===== src/design/mpl_pkg.sv =====
package mpl_pkg;

  typedef struct packed {
    logic [2:0]  opcode;
    logic [15:0] read_data;
    logic        bus_error;
  } mpl_in_t;

  typedef struct packed {
    logic [2:0]  action;
    logic [4:0]  target_phy;
    logic [4:0]  register_number;
    logic [15:0] write_value;
    logic        link_up;
    logic        speed_known;
    logic        speed_hundred;
    logic        full_duplex;
    logic [2:0]  phy_mode;
    logic        last_of_run;
  } mpl_out_t;

  localparam logic [2:0] OP_ATTACH  = 3'd0;
  localparam logic [2:0] OP_START   = 3'd1;
  localparam logic [2:0] OP_STOP    = 3'd2;
  localparam logic [2:0] OP_POLL    = 3'd3;
  localparam logic [2:0] OP_RD_DONE = 3'd4;
  localparam logic [2:0] OP_WR_DONE = 3'd5;

  localparam logic [2:0] ACT_RD     = 3'd0;
  localparam logic [2:0] ACT_WR     = 3'd1;
  localparam logic [2:0] ACT_LINKUP = 3'd2;
  localparam logic [2:0] ACT_LINKDN = 3'd3;
  localparam logic [2:0] ACT_ERR    = 3'd4;

  localparam logic [2:0] MODE_DOWN    = 3'd0;
  localparam logic [2:0] MODE_READY   = 3'd1;
  localparam logic [2:0] MODE_HALTED  = 3'd2;
  localparam logic [2:0] MODE_ERROR   = 3'd3;
  localparam logic [2:0] MODE_UP      = 3'd4;
  localparam logic [2:0] MODE_RUNNING = 3'd5;
  localparam logic [2:0] MODE_NOLINK  = 3'd6;

  localparam logic [4:0] REG_BMCR = 5'd0;
  localparam logic [4:0] REG_BMSR = 5'd1;
  localparam logic [4:0] REG_ADV  = 5'd4;
  localparam logic [4:0] REG_LPA  = 5'd5;

  // link flag bits
  localparam int LF_LINK = 0;
  localparam int LF_DONE = 1;
  localparam int LF_AN   = 2;
  localparam int LF_OLD  = 3;

  typedef enum logic [17:0] {
    SQ_IDLE    = 18'h00001,
    SQ_ATT     = 18'h00002,
    SQ_RES_RD  = 18'h00004,
    SQ_RES_WR  = 18'h00008,
    SQ_FRC_RD  = 18'h00010,
    SQ_FRC_WR  = 18'h00020,
    SQ_ADV_RD  = 18'h00040,
    SQ_ADV_WR  = 18'h00080,
    SQ_CHK_RD  = 18'h00100,
    SQ_RST_RD  = 18'h00200,
    SQ_RST_WR  = 18'h00400,
    SQ_UL_BMCR = 18'h00800,
    SQ_UL_S1   = 18'h01000,
    SQ_UL_S2   = 18'h02000,
    SQ_LPA     = 18'h04000,
    SQ_FIX     = 18'h08000,
    SQ_SUS_RD  = 18'h10000,
    SQ_SUS_WR  = 18'h20000
  } mpl_seq_t;

endpackage


===== src/design/mpl_engine.sv =====
module mpl_engine (
  input  logic              clk,
  input  logic              rst_n,
  input  logic              go,
  input  mpl_pkg::mpl_in_t  item,
  input  logic [4:0]        phy_addr,
  output mpl_pkg::mpl_out_t res0,
  output mpl_pkg::mpl_out_t res1,
  output logic [1:0]        res_cnt
);
  import mpl_pkg::*;

  logic [2:0]  mode_r, mode_nxt;
  mpl_seq_t    step_r, step_nxt;
  logic [15:0] abil_r, abil_nxt;
  logic [15:0] adv_r, adv_nxt;
  logic [15:0] part_r, part_nxt;
  logic [3:0]  lf_r, lf_nxt;
  logic [2:0]  sd_r, sd_nxt;   // known, hundred, full
  logic [31:0] pm_r, pm_nxt;

  logic [2:0]  ea [2];
  logic [4:0]  er [2];
  logic [15:0] ew [2];
  logic [1:0]  n_v;

  always_comb begin
    logic [15:0] d, nv, stat, c, ctl;
    logic e, idle, an;
    logic f_fail, f_res, f_aneg, f_acfg, f_blc, f_rst, f_ul, f_lpa, f_fin;
    d = item.read_data;
    e = item.bus_error;
    mode_nxt = mode_r; step_nxt = step_r; abil_nxt = abil_r; adv_nxt = adv_r;
    part_nxt = part_r; lf_nxt = lf_r; sd_nxt = sd_r; pm_nxt = pm_r;
    n_v = 2'd0;
    ea[0] = ACT_RD; er[0] = '0; ew[0] = '0;
    ea[1] = ACT_RD; er[1] = '0; ew[1] = '0;
    stat = '0; c = '0; ctl = '0; an = 1'b0;
    f_fail = 1'b0; f_res = 1'b0; f_aneg = 1'b0; f_acfg = 1'b0; f_blc = 1'b0;
    f_rst = 1'b0; f_ul = 1'b0; f_lpa = 1'b0; f_fin = 1'b0;
    idle = (step_r == SQ_IDLE);
    nv = (d & ~pm_r[31:16]) | pm_r[15:0];

    case (item.opcode)
      OP_ATTACH: begin
        if (idle) begin
          step_nxt = SQ_ATT;
          ea[n_v[0]] = ACT_RD; er[n_v[0]] = REG_BMSR; n_v = n_v + 2'd1;
        end
      end
      OP_START: begin
        if (idle && (mode_r == MODE_READY || mode_r == MODE_HALTED)) begin
          pm_nxt = {16'h0800, 16'h0000};
          step_nxt = SQ_RES_RD;
          ea[n_v[0]] = ACT_RD; er[n_v[0]] = REG_BMCR; n_v = n_v + 2'd1;
        end
      end
      OP_STOP: begin
        if (idle && (mode_r >= MODE_UP || mode_r == MODE_ERROR)) begin
          mode_nxt = MODE_HALTED;
          if (lf_r[LF_LINK]) begin
            if (lf_r[LF_AN]) sd_nxt = '0;
            part_nxt = '0;
            lf_nxt[LF_LINK] = 1'b0;
            ea[n_v[0]] = ACT_LINKDN; n_v = n_v + 2'd1;
          end
          pm_nxt = {16'h0000, 16'h0800};
          step_nxt = SQ_SUS_RD;
          ea[n_v[0]] = ACT_RD; er[n_v[0]] = REG_BMCR; n_v = n_v + 2'd1;
        end
      end
      OP_POLL: begin
        if (idle) begin
          if (mode_r == MODE_UP) f_aneg = 1'b1;
          else if (mode_r == MODE_RUNNING || mode_r == MODE_NOLINK) f_blc = 1'b1;
        end
      end
      OP_RD_DONE: begin
        case (step_r)
          SQ_ATT: begin
            if (e) begin
              step_nxt = SQ_IDLE;
              ea[n_v[0]] = ACT_ERR; n_v = n_v + 2'd1;
            end else begin
              abil_nxt = {7'd0, d[14], d[13], d[12], d[11], 5'd0};
              lf_nxt = {1'b0, d[3], 2'b00};
              adv_nxt = {7'd0, d[14], d[13], d[12], d[11], 5'd0};
              sd_nxt = '0;
              part_nxt = '0;
              mode_nxt = MODE_READY;
              step_nxt = SQ_IDLE;
            end
          end
          SQ_RES_RD: begin
            if (!e && nv != d) begin
              step_nxt = SQ_RES_WR;
              ea[n_v[0]] = ACT_WR; er[n_v[0]] = REG_BMCR; ew[n_v[0]] = nv;
              n_v = n_v + 2'd1;
            end else f_res = 1'b1;
          end
          SQ_FRC_RD, SQ_RST_RD: begin
            if (e) f_fail = 1'b1;
            else if (nv != d) begin
              step_nxt = (step_r == SQ_FRC_RD) ? SQ_FRC_WR : SQ_RST_WR;
              ea[n_v[0]] = ACT_WR; er[n_v[0]] = REG_BMCR; ew[n_v[0]] = nv;
              n_v = n_v + 2'd1;
            end else f_acfg = 1'b1;
          end
          SQ_ADV_RD: begin
            if (e) f_fail = 1'b1;
            else if (nv != d) begin
              step_nxt = SQ_ADV_WR;
              ea[n_v[0]] = ACT_WR; er[n_v[0]] = REG_ADV; ew[n_v[0]] = nv;
              n_v = n_v + 2'd1;
            end else begin
              step_nxt = SQ_CHK_RD;
              ea[n_v[0]] = ACT_RD; er[n_v[0]] = REG_BMCR; n_v = n_v + 2'd1;
            end
          end
          SQ_CHK_RD: begin
            if (e) f_fail = 1'b1;
            else if (!d[12] || d[10]) f_rst = 1'b1;
            else f_acfg = 1'b1;
          end
          SQ_UL_BMCR: begin
            if (e) f_fail = 1'b1;
            else if (d[9]) f_ul = 1'b1;
            else begin
              step_nxt = lf_r[LF_LINK] ? SQ_UL_S2 : SQ_UL_S1;
              ea[n_v[0]] = ACT_RD; er[n_v[0]] = REG_BMSR; n_v = n_v + 2'd1;
            end
          end
          SQ_UL_S1: begin
            if (e) f_fail = 1'b1;
            else if (d[2]) begin
              f_ul = 1'b1; stat = d;
            end else begin
              step_nxt = SQ_UL_S2;
              ea[n_v[0]] = ACT_RD; er[n_v[0]] = REG_BMSR; n_v = n_v + 2'd1;
            end
          end
          SQ_UL_S2: begin
            if (e) f_fail = 1'b1;
            else begin
              f_ul = 1'b1; stat = d;
            end
          end
          SQ_LPA: begin
            if (e) f_fail = 1'b1;
            else begin
              part_nxt = d; f_lpa = 1'b1;
            end
          end
          SQ_FIX: begin
            if (e) f_fail = 1'b1;
            else begin
              sd_nxt = {1'b1, d[13], d[8]}; f_fin = 1'b1;
            end
          end
          SQ_SUS_RD: begin
            if (e || nv == d) step_nxt = SQ_IDLE;
            else begin
              step_nxt = SQ_SUS_WR;
              ea[n_v[0]] = ACT_WR; er[n_v[0]] = REG_BMCR; ew[n_v[0]] = nv;
              n_v = n_v + 2'd1;
            end
          end
          default: ;
        endcase
      end
      OP_WR_DONE: begin
        case (step_r)
          SQ_RES_WR: f_res = 1'b1;
          SQ_FRC_WR, SQ_RST_WR: begin
            if (e) f_fail = 1'b1; else f_acfg = 1'b1;
          end
          SQ_ADV_WR: begin
            if (e) f_fail = 1'b1; else f_rst = 1'b1;
          end
          SQ_SUS_WR: step_nxt = SQ_IDLE;
          default: ;
        endcase
      end
      default: ;
    endcase

    // continuation chain, in dependency order
    if (f_fail) begin
      step_nxt = SQ_IDLE;
      mode_nxt = MODE_ERROR;
      ea[n_v[0]] = ACT_ERR; n_v = n_v + 2'd1;
    end
    if (f_res) begin
      mode_nxt = MODE_UP;
      f_aneg = 1'b1;
    end
    if (f_aneg) begin
      if (!lf_nxt[LF_AN]) begin
        if (abil_nxt[8])      sd_nxt = 3'b111;
        else if (abil_nxt[7]) sd_nxt = 3'b110;
        else if (abil_nxt[6]) sd_nxt = 3'b101;
        else                  sd_nxt = 3'b100;
        ctl = {2'b00, sd_nxt[1], 4'd0, sd_nxt[0], 8'd0};
        pm_nxt = {~16'h4c00, ctl};
        step_nxt = SQ_FRC_RD;
        ea[n_v[0]] = ACT_RD; er[n_v[0]] = REG_BMCR; n_v = n_v + 2'd1;
      end else begin
        adv_nxt = adv_nxt & abil_nxt;
        pm_nxt = {16'h0fe0, adv_nxt & 16'h0fe0};
        step_nxt = SQ_ADV_RD;
        ea[n_v[0]] = ACT_RD; er[n_v[0]] = REG_ADV; n_v = n_v + 2'd1;
      end
    end
    if (f_acfg) begin
      if (mode_nxt >= MODE_UP) f_blc = 1'b1;
      else step_nxt = SQ_IDLE;
    end
    if (f_blc) begin
      lf_nxt[LF_OLD] = lf_nxt[LF_LINK];
      step_nxt = SQ_UL_BMCR;
      ea[n_v[0]] = ACT_RD; er[n_v[0]] = REG_BMCR; n_v = n_v + 2'd1;
    end
    if (f_rst) begin
      pm_nxt = {16'h0400, 16'h1200};
      step_nxt = SQ_RST_RD;
      ea[n_v[0]] = ACT_RD; er[n_v[0]] = REG_BMCR; n_v = n_v + 2'd1;
    end
    if (f_ul) begin
      an = lf_nxt[LF_AN];
      lf_nxt[LF_LINK] = stat[2];
      lf_nxt[LF_DONE] = stat[5];
      if (an && !lf_nxt[LF_DONE]) lf_nxt[LF_LINK] = 1'b0;
      if (an && lf_nxt[LF_OLD] && lf_nxt[LF_LINK]) f_fin = 1'b1;
      else begin
        sd_nxt = '0;
        if (an && lf_nxt[LF_DONE]) begin
          step_nxt = SQ_LPA;
          ea[n_v[0]] = ACT_RD; er[n_v[0]] = REG_LPA; n_v = n_v + 2'd1;
        end else begin
          part_nxt = '0;
          f_lpa = 1'b1;
        end
      end
    end
    if (f_lpa) begin
      an = lf_nxt[LF_AN];
      if (an && lf_nxt[LF_DONE]) begin
        c = part_nxt & adv_nxt;
        if (c[8])                sd_nxt = 3'b111;
        else if (c[9] || c[7])   sd_nxt = 3'b110;
        else if (c[6])           sd_nxt = 3'b101;
        else if (c[5])           sd_nxt = 3'b100;
        f_fin = 1'b1;
      end else if (!an) begin
        step_nxt = SQ_FIX;
        ea[n_v[0]] = ACT_RD; er[n_v[0]] = REG_BMCR; n_v = n_v + 2'd1;
      end else f_fin = 1'b1;
    end
    if (f_fin) begin
      step_nxt = SQ_IDLE;
      if (lf_nxt[LF_LINK] && mode_nxt != MODE_RUNNING) begin
        mode_nxt = MODE_RUNNING;
        ea[n_v[0]] = ACT_LINKUP; n_v = n_v + 2'd1;
      end else if (!lf_nxt[LF_LINK] && mode_nxt != MODE_NOLINK) begin
        mode_nxt = MODE_NOLINK;
        ea[n_v[0]] = ACT_LINKDN; n_v = n_v + 2'd1;
      end
    end
  end

  // status fields reflect the state after the whole step
  function automatic mpl_out_t mk(logic [2:0] a, logic [4:0] r, logic [15:0] w,
                                  logic [4:0] adr, logic [3:0] lf, logic [2:0] sd,
                                  logic [2:0] md, logic last);
    mpl_out_t o;
    o.action          = a;
    o.target_phy      = (a == ACT_RD || a == ACT_WR) ? adr : 5'd0;
    o.register_number = (a == ACT_RD || a == ACT_WR) ? r : 5'd0;
    o.write_value     = (a == ACT_WR) ? w : 16'd0;
    o.link_up         = lf[LF_LINK];
    o.speed_known     = sd[2];
    o.speed_hundred   = sd[2] & sd[1];
    o.full_duplex     = sd[2] & sd[0];
    o.phy_mode        = md;
    o.last_of_run     = last;
    return o;
  endfunction

  assign res0 = mk(ea[0], er[0], ew[0], phy_addr, lf_nxt, sd_nxt, mode_nxt, n_v == 2'd1);
  assign res1 = mk(ea[1], er[1], ew[1], phy_addr, lf_nxt, sd_nxt, mode_nxt, 1'b1);
  assign res_cnt = n_v;

  always_ff @(posedge clk) begin
    if (!rst_n) begin
      mode_r <= MODE_DOWN;
      step_r <= SQ_IDLE;
      abil_r <= '0;
      adv_r  <= '0;
      part_r <= '0;
      lf_r   <= '0;
      sd_r   <= '0;
      pm_r   <= '0;
    end else if (go) begin
      mode_r <= mode_nxt;
      step_r <= step_nxt;
      abil_r <= abil_nxt;
      adv_r  <= adv_nxt;
      part_r <= part_nxt;
      lf_r   <= lf_nxt;
      sd_r   <= sd_nxt;
      pm_r   <= pm_nxt;
    end
  end

  a_step_onehot: assert property (@(posedge clk) disable iff (!rst_n) $onehot(step_r))
    else $error("sequence step not one-hot");
  a_two_only_on_stop: assert property (@(posedge clk) disable iff (!rst_n)
    (go && res_cnt == 2'd2) |-> (item.opcode == OP_STOP && res0.action == ACT_LINKDN))
    else $error("two words from a step other than stop");
  a_max_two: assert property (@(posedge clk) disable iff (!rst_n) go |-> res_cnt != 2'd3)
    else $error("more than two words in one step");
  a_idle_after_fail: assert property (@(posedge clk) disable iff (!rst_n)
    (go && res_cnt != 2'd0 && res0.action == ACT_ERR && res_cnt == 2'd1) |=>
    step_r == SQ_IDLE)
    else $error("sequence not idle after error notice");

endmodule


===== src/design/mpl_outq.sv =====
module mpl_outq (
  input  logic              clk,
  input  logic              rst_n,
  input  logic              push,
  input  logic [1:0]        push_cnt,
  input  mpl_pkg::mpl_out_t push0,
  input  mpl_pkg::mpl_out_t push1,
  output logic              room,
  output logic              out_valid,
  input  logic              out_stall,
  output mpl_pkg::mpl_out_t out_data
);
  import mpl_pkg::*;

  mpl_out_t   q0_r, q0_nxt, q1_r, q1_nxt;
  logic [1:0] cnt_r, cnt_nxt;
  logic       pop;

  assign pop       = (cnt_r != 2'd0) && !out_stall;
  // a step may give two words, so it needs the queue drained
  assign room      = (cnt_r == 2'd0) || (cnt_r == 2'd1 && pop);
  assign out_valid = (cnt_r != 2'd0);
  assign out_data  = q0_r;

  always_comb begin
    q0_nxt = q0_r;
    q1_nxt = q1_r;
    cnt_nxt = cnt_r;
    if (push) begin
      q0_nxt = push0;
      q1_nxt = push1;
      cnt_nxt = push_cnt;
    end else if (pop) begin
      q0_nxt = q1_r;
      cnt_nxt = cnt_r - 2'd1;
    end
  end

  always_ff @(posedge clk) begin
    if (!rst_n) begin
      cnt_r <= '0;
    end else begin
      cnt_r <= cnt_nxt;
    end
  end

  always_ff @(posedge clk) begin
    q0_r <= q0_nxt;
    q1_r <= q1_nxt;
  end

endmodule


===== src/design/mii_phy_link_manager_core.sv =====
// Channel | Handshake          | Carries
// in_     | in_valid/in_stall  | mpl_in_t event or MDIO completion
// out_    | out_valid/out_stall| mpl_out_t request or notice, up to two per event
// cfg_    | cfg_valid/cfg_ready| PHY address, always ready
// An event is registered on entry, decoded combinationally and its words land in a
// two-deep output queue: one event per cycle while the output is not stalled and
// each event gives at most one word; a stop that drops the link gives two words.
// The queue must be empty (or emptying) before an event is decoded, since stop
// may give two words. The first output word passes the entry register, then the queue.
// Reset is synchronous, active low; state returns to down with no access pending.
module mii_phy_link_manager_core (
  input  logic              clk,
  input  logic              rst_n,
  input  logic              in_valid,
  output logic              in_stall,
  input  mpl_pkg::mpl_in_t  in_data,
  output logic              out_valid,
  input  logic              out_stall,
  output mpl_pkg::mpl_out_t out_data,
  input  logic              cfg_valid,
  output logic              cfg_ready,
  input  logic [4:0]        cfg_data
);
  import mpl_pkg::*;

  logic       s1_valid_r, s1_valid_nxt;
  mpl_in_t    s1_item_r;
  logic [4:0] addr_r;
  logic       room, go;
  mpl_out_t   res0, res1;
  logic [1:0] res_cnt;

  assign go        = s1_valid_r && room;
  assign in_stall  = s1_valid_r && !room;
  assign cfg_ready = 1'b1;
  assign s1_valid_nxt = (in_valid && !in_stall) ? 1'b1 : (go ? 1'b0 : s1_valid_r);

  always_ff @(posedge clk) begin
    if (!rst_n) begin
      s1_valid_r <= 1'b0;
      addr_r     <= '0;
    end else begin
      s1_valid_r <= s1_valid_nxt;
      if (cfg_valid && cfg_ready) addr_r <= cfg_data;
    end
  end

  always_ff @(posedge clk) begin
    if (in_valid && !in_stall) s1_item_r <= in_data;
  end

  mpl_engine u_engine (
    .clk      (clk),
    .rst_n    (rst_n),
    .go       (go),
    .item     (s1_item_r),
    .phy_addr (addr_r),
    .res0     (res0),
    .res1     (res1),
    .res_cnt  (res_cnt)
  );

  mpl_outq u_outq (
    .clk       (clk),
    .rst_n     (rst_n),
    .push      (go),
    .push_cnt  (res_cnt),
    .push0     (res0),
    .push1     (res1),
    .room      (room),
    .out_valid (out_valid),
    .out_stall (out_stall),
    .out_data  (out_data)
  );

endmodule


===== config.mk =====
export PLATFORM = sky130hd
export DESIGN_NAME = mii_phy_link_manager_core
export DESIGN_NICKNAME = d
export VERILOG_FILES = /design/src/design/mpl_pkg.sv /design/src/design/mpl_engine.sv /design/src/design/mpl_outq.sv /design/src/design/mii_phy_link_manager_core.sv
export SDC_FILE = /design/constraint.sdc
export NUM_CORES = 1
export LEC_CHECK = 0
export BUFFER_PORTS_ARGS = -buffer_cell sky130_fd_sc_hd__clkbuf_2
export CORE_UTILIZATION = 32
export CTS_BUF_LIST = sky130_fd_sc_hd__clkbuf_8 sky130_fd_sc_hd__clkbuf_16
export DETAILED_ROUTE_END_ITERATION = 12
export HOLD_SLACK_MARGIN = 0.05
export SLEW_MARGIN = 15
export SYNTH_ARGS = -nofsm -noshare
export SYNTH_HDL_FRONTEND = slang
export SYNTH_SLANG_ARGS = --single-unit

===== constraint.sdc =====
create_clock -name clk -period 17.2 [get_ports clk]
set_clock_uncertainty 0.1 [all_clocks]
set_input_delay 1.72 -clock clk [delete_from_list [all_inputs] [get_ports clk]]
set_output_delay 1.72 -clock clk [all_outputs]
set_load 0.01 [all_outputs]

==> results.py <==
metrics = {
    "run_status": {
        "run_status": "completed",
    },
    "clocking": {
        "path_clk_slew_ns": 0.07,
        "cts-hold-fix-buffers": 0,
        "clock-sinks": 139,
        "clk_latency_ns": 0.44,
        "root_buffer": "clkbuf_16",
        "cts_max_level": 4,
        "cts_buffers": 17,
        "post_cts_buffers": 0,
        "cts_tree": "built",
        "cts_resized": 0,
        "clock_path_buffers": 2,
    },
    "sta": {
        "maxSlewHeadroom_pct": 20.36,
        "tightest_slew_ns": 1.185,
        "fmax_mhz": 150.7,
        "fin_tns_setup_ns": 0,
        "slew_viol_final": 0,
        "fin_crit_ns": 6.637,
        "finalSetupViolCount": 0,
        "hold_viol": 0,
        "rsz0062_at_grt": "no",
        "post-route-period-util_pct": 38.59,
    },
    "critical_path": {
        "critPathLaunchType": "flop",
        "crit_end": "u_outq.q1_r[24]",
        "criticalPathCategory": "reg2reg",
        "r2r_end": "u_outq.q1_r[24]",
        "startpoint": "u_engine.step_r[4]",
        "r2r_cells": 21,
        "reg2reg_slack_ns": 10.56,
        "reg2reg_from": "u_engine.step_r[4]",
        "critPathCaptureType": "flop",
        "required_ns": 17.26,
        "worstPathArrival_ns": 6.70,
        "cp_max_fo": 15,
    },
    "finish": {
        "finalNetCount": 1021,
        "fillers": 2543,
        "antennaDiodeCount": 0,
        "drive_gt1_share_pct": 16.72,
        "syn2layout_area_growth_pct": 14.39,
    },
    "yosys": {
        "syn_inst": 941,
        "avgSynthCellArea_um2": 8.814,
        "ys_top_cells_by_area": "edfxtp_1 26%, dfxtp_1 16%, a21oi_1 5.0%, nor2_1 4.3%, nand2_1 4.0%",
        "ys_types": 94,
        "ys_warn_count": 0,
        "yosysMostFrequentCell": "nor2_1",
        "yosys_most_used_dff": "edfxtp_1",
        "synth_top_cell_area_share_pct": 25.71,
        "synth_area_um2": 8294,
        "synth_top_area_cell": "edfxtp_1",
        "ys_seq_area_share_pct": 42.12,
        "synth_top_cells_by_count": "94 x nor2_1, 89 x nand2_1, 83 x a21oi_1",
        "asyncSetResetFlopFracSynth_pct": 0,
        "synth_edf_count": 71,
        "synth-seq-cells": 139,
    },
    "floorplanning": {
        "rows": 58,
        "start_util_pct": 32.75,
        "core_area_um2": 25330,
        "fp.dieArea_um2": 26570,
        "fp.dieH_um": 163.0,
        "die_w_um": 163.0,
        "ios": 70,
    },
    "placed_design": {
        "dp_hpwl_mm": 21.82,
        "port_buffers": 65,
        "routabilityCongestion": 0.9979,
    },
    "power_and_ir_drop": {
        "clockPowerShare_pct": 41.5,
        "p_int_mw": 0.6384,
        "power_density_nw_per_um2": 96.65,
        "comb_power_share_pct": 15.1,
        "p_seq_share_pct": 43.4,
        "switchingPower_mw": 0.2786,
        "p_leak_nw": 3.383,
        "switching_share_pct": 30.38,
        "fin_total_pwr_mw": 0.9170,
        "vdd_drop_max_uv": 60.23,
    },
    "global_routing": {
        "grt_pass1_vias": 7257,
        "grt_first_pass_wirelength_mm": 44.67,
        "grt_max_degree": 56,
        "grt.total_usage_pct": 22.55,
        "antenna_found_initial": 0,
        "grt_overflow": 0,
    },
    "detailed_routing": {
        "drtAntennaViolNets": 0,
        "dr_total_vias": 7826,
        "vias_per_cell": 5.889,
        "drt_pre_antenna_iters": 6,
        "drc": 0,
        "drtIter0Drc": 911,
        "routed_wl_mm": 29.59,
        "wl_per_cell_um": 22.26,
    },
    "worst_hold_path": {
        "hold_path_class": "reg2reg",
    },
    "run": {
        "maxCapViolCount": 0,
    },
}
[kinds of logic after synthesis]
group	synth area share (%)
AND/OR/NAND/NOR	27.49
AO/OA/AOI/OAI	21.75
flip-flops	42.12
buffers and inverters	5.069
multiplexers	1.644
XOR/XNOR	0.9655
adder cells (fa/ha/maj)	0.8749
other	0.09055
[state kept, by name, indices dropped and copies added, names as in the netlist, 3 cells and up]
| register | flops |
|---|---|
| addr_r | 5 |
| s1_item_r | 20 |
| u_engine.abil_r | 7 |
| u_engine.adv_r | 7 |
| u_engine.lf_r | 4 |
| u_engine.mode_r | 3 |
| u_engine.part_r | 5 |
| u_engine.pm_r | 13 |
| u_engine.sd_r | 3 |
| u_engine.step_r | 18 |
| u_outq.out_data | 34 |
| u_outq.q1_r | 17 |
[worst min path at each step]
stage,startpoint,endpoint,depth (start not counted)
6_report,u_engine.adv_r[10],u_engine.adv_r[10],2
5_1_grt,u_engine.adv_r[10],u_engine.adv_r[10],2
4_1_cts,u_engine.adv_r[10],u_engine.adv_r[10],2
3_5_place_dp,u_engine.adv_r[10],u_engine.adv_r[10],2
3_3_place_gp,u_engine.adv_r[11],u_engine.adv_r[11],2
2_1_floorplan,u_engine.adv_r[10],u_engine.adv_r[10],2
[layout by cell type, fill, tap and decap left out, types with 17 or more instances in the layout]
master / count
inv_1: 38
nand3_1: 46
nand2_1: 89
dfxtp_1: 68
clkbuf_16: 17
nor2b_1: 17
nor3_1: 27
nor2_1: 94
edfxtp_1: 71
clkbuf_2: 65
nand4_1: 20
a21oi_1: 83
o21ai_0: 42
[per-stage QoR]
step	hold slack [ns]	utilization, %	cell area [µm²]	worst slack (ns)	instances
2_1_floorplan	0.3126	-	8302	11.71	943
3_3_place_gp	0.3191	35.13	8899	10.83	1297
3_5_place_dp	0.3252	35.13	8899	10.68	1297
4_1_cts	0.3341	37.46	9488	10.65	1329
5_1_grt	0.3545	37.46	9488	10.11	1329
6_report	0.3329	37.46	9488	10.56	1329
[cell type report]
cell class	instances	area, µm²	share of cell area (%)
Multi-Input combinational cell	706	4390	46.27
Sequential cell	139	3493	36.82
Timing Repair Buffer	81	445.4	4.695
Clock buffer	17	425.4	4.484
Tap cell	330	412.9	4.352
Clock inverter	15	163.9	1.728
Inverter	41	156.4	1.648
[critical path, stage by stage, from the launching register on]
cell	delay [ns]
dfxtp_1	0.38
nor4_4	0.72
nand3_1	0.59
or4_1	0.77
o21ai_0	0.18
a21oi_1	0.06
o31ai_1	0.10
ha_1	0.36
xnor2_1	0.44
xnor2_4	0.17
xnor2_1	0.20
ha_1	0.42
nand3_1	0.09
a21oi_1	0.17
o21ai_0	0.16
a2111oi_4	0.50
nor2_4	0.10
inv_4	0.10
ha_1	0.15
nand2_1	0.08
a21oi_2	0.40
a2111oi_2	0.10
[metal layers]
metal  GRT usage [%]  wire [µm]
met3           3.641       2241
met4           9.983        909
met1           31.18      13210
met2           34.43      13230
met5               0          0
[power groups by stage]
stage	combinational, mW	clock (mW)	sequential (mW)
after floorplan	0.0893	0	0.402
after global placement	0.137	0	0.405
after detailed placement	0.138	0	0.405
after CTS	0.138	0.385	0.398
after global routing	0.150	0.397	0.400
final	0.139	0.380	0.398
(Power assumes the default switching activity.)
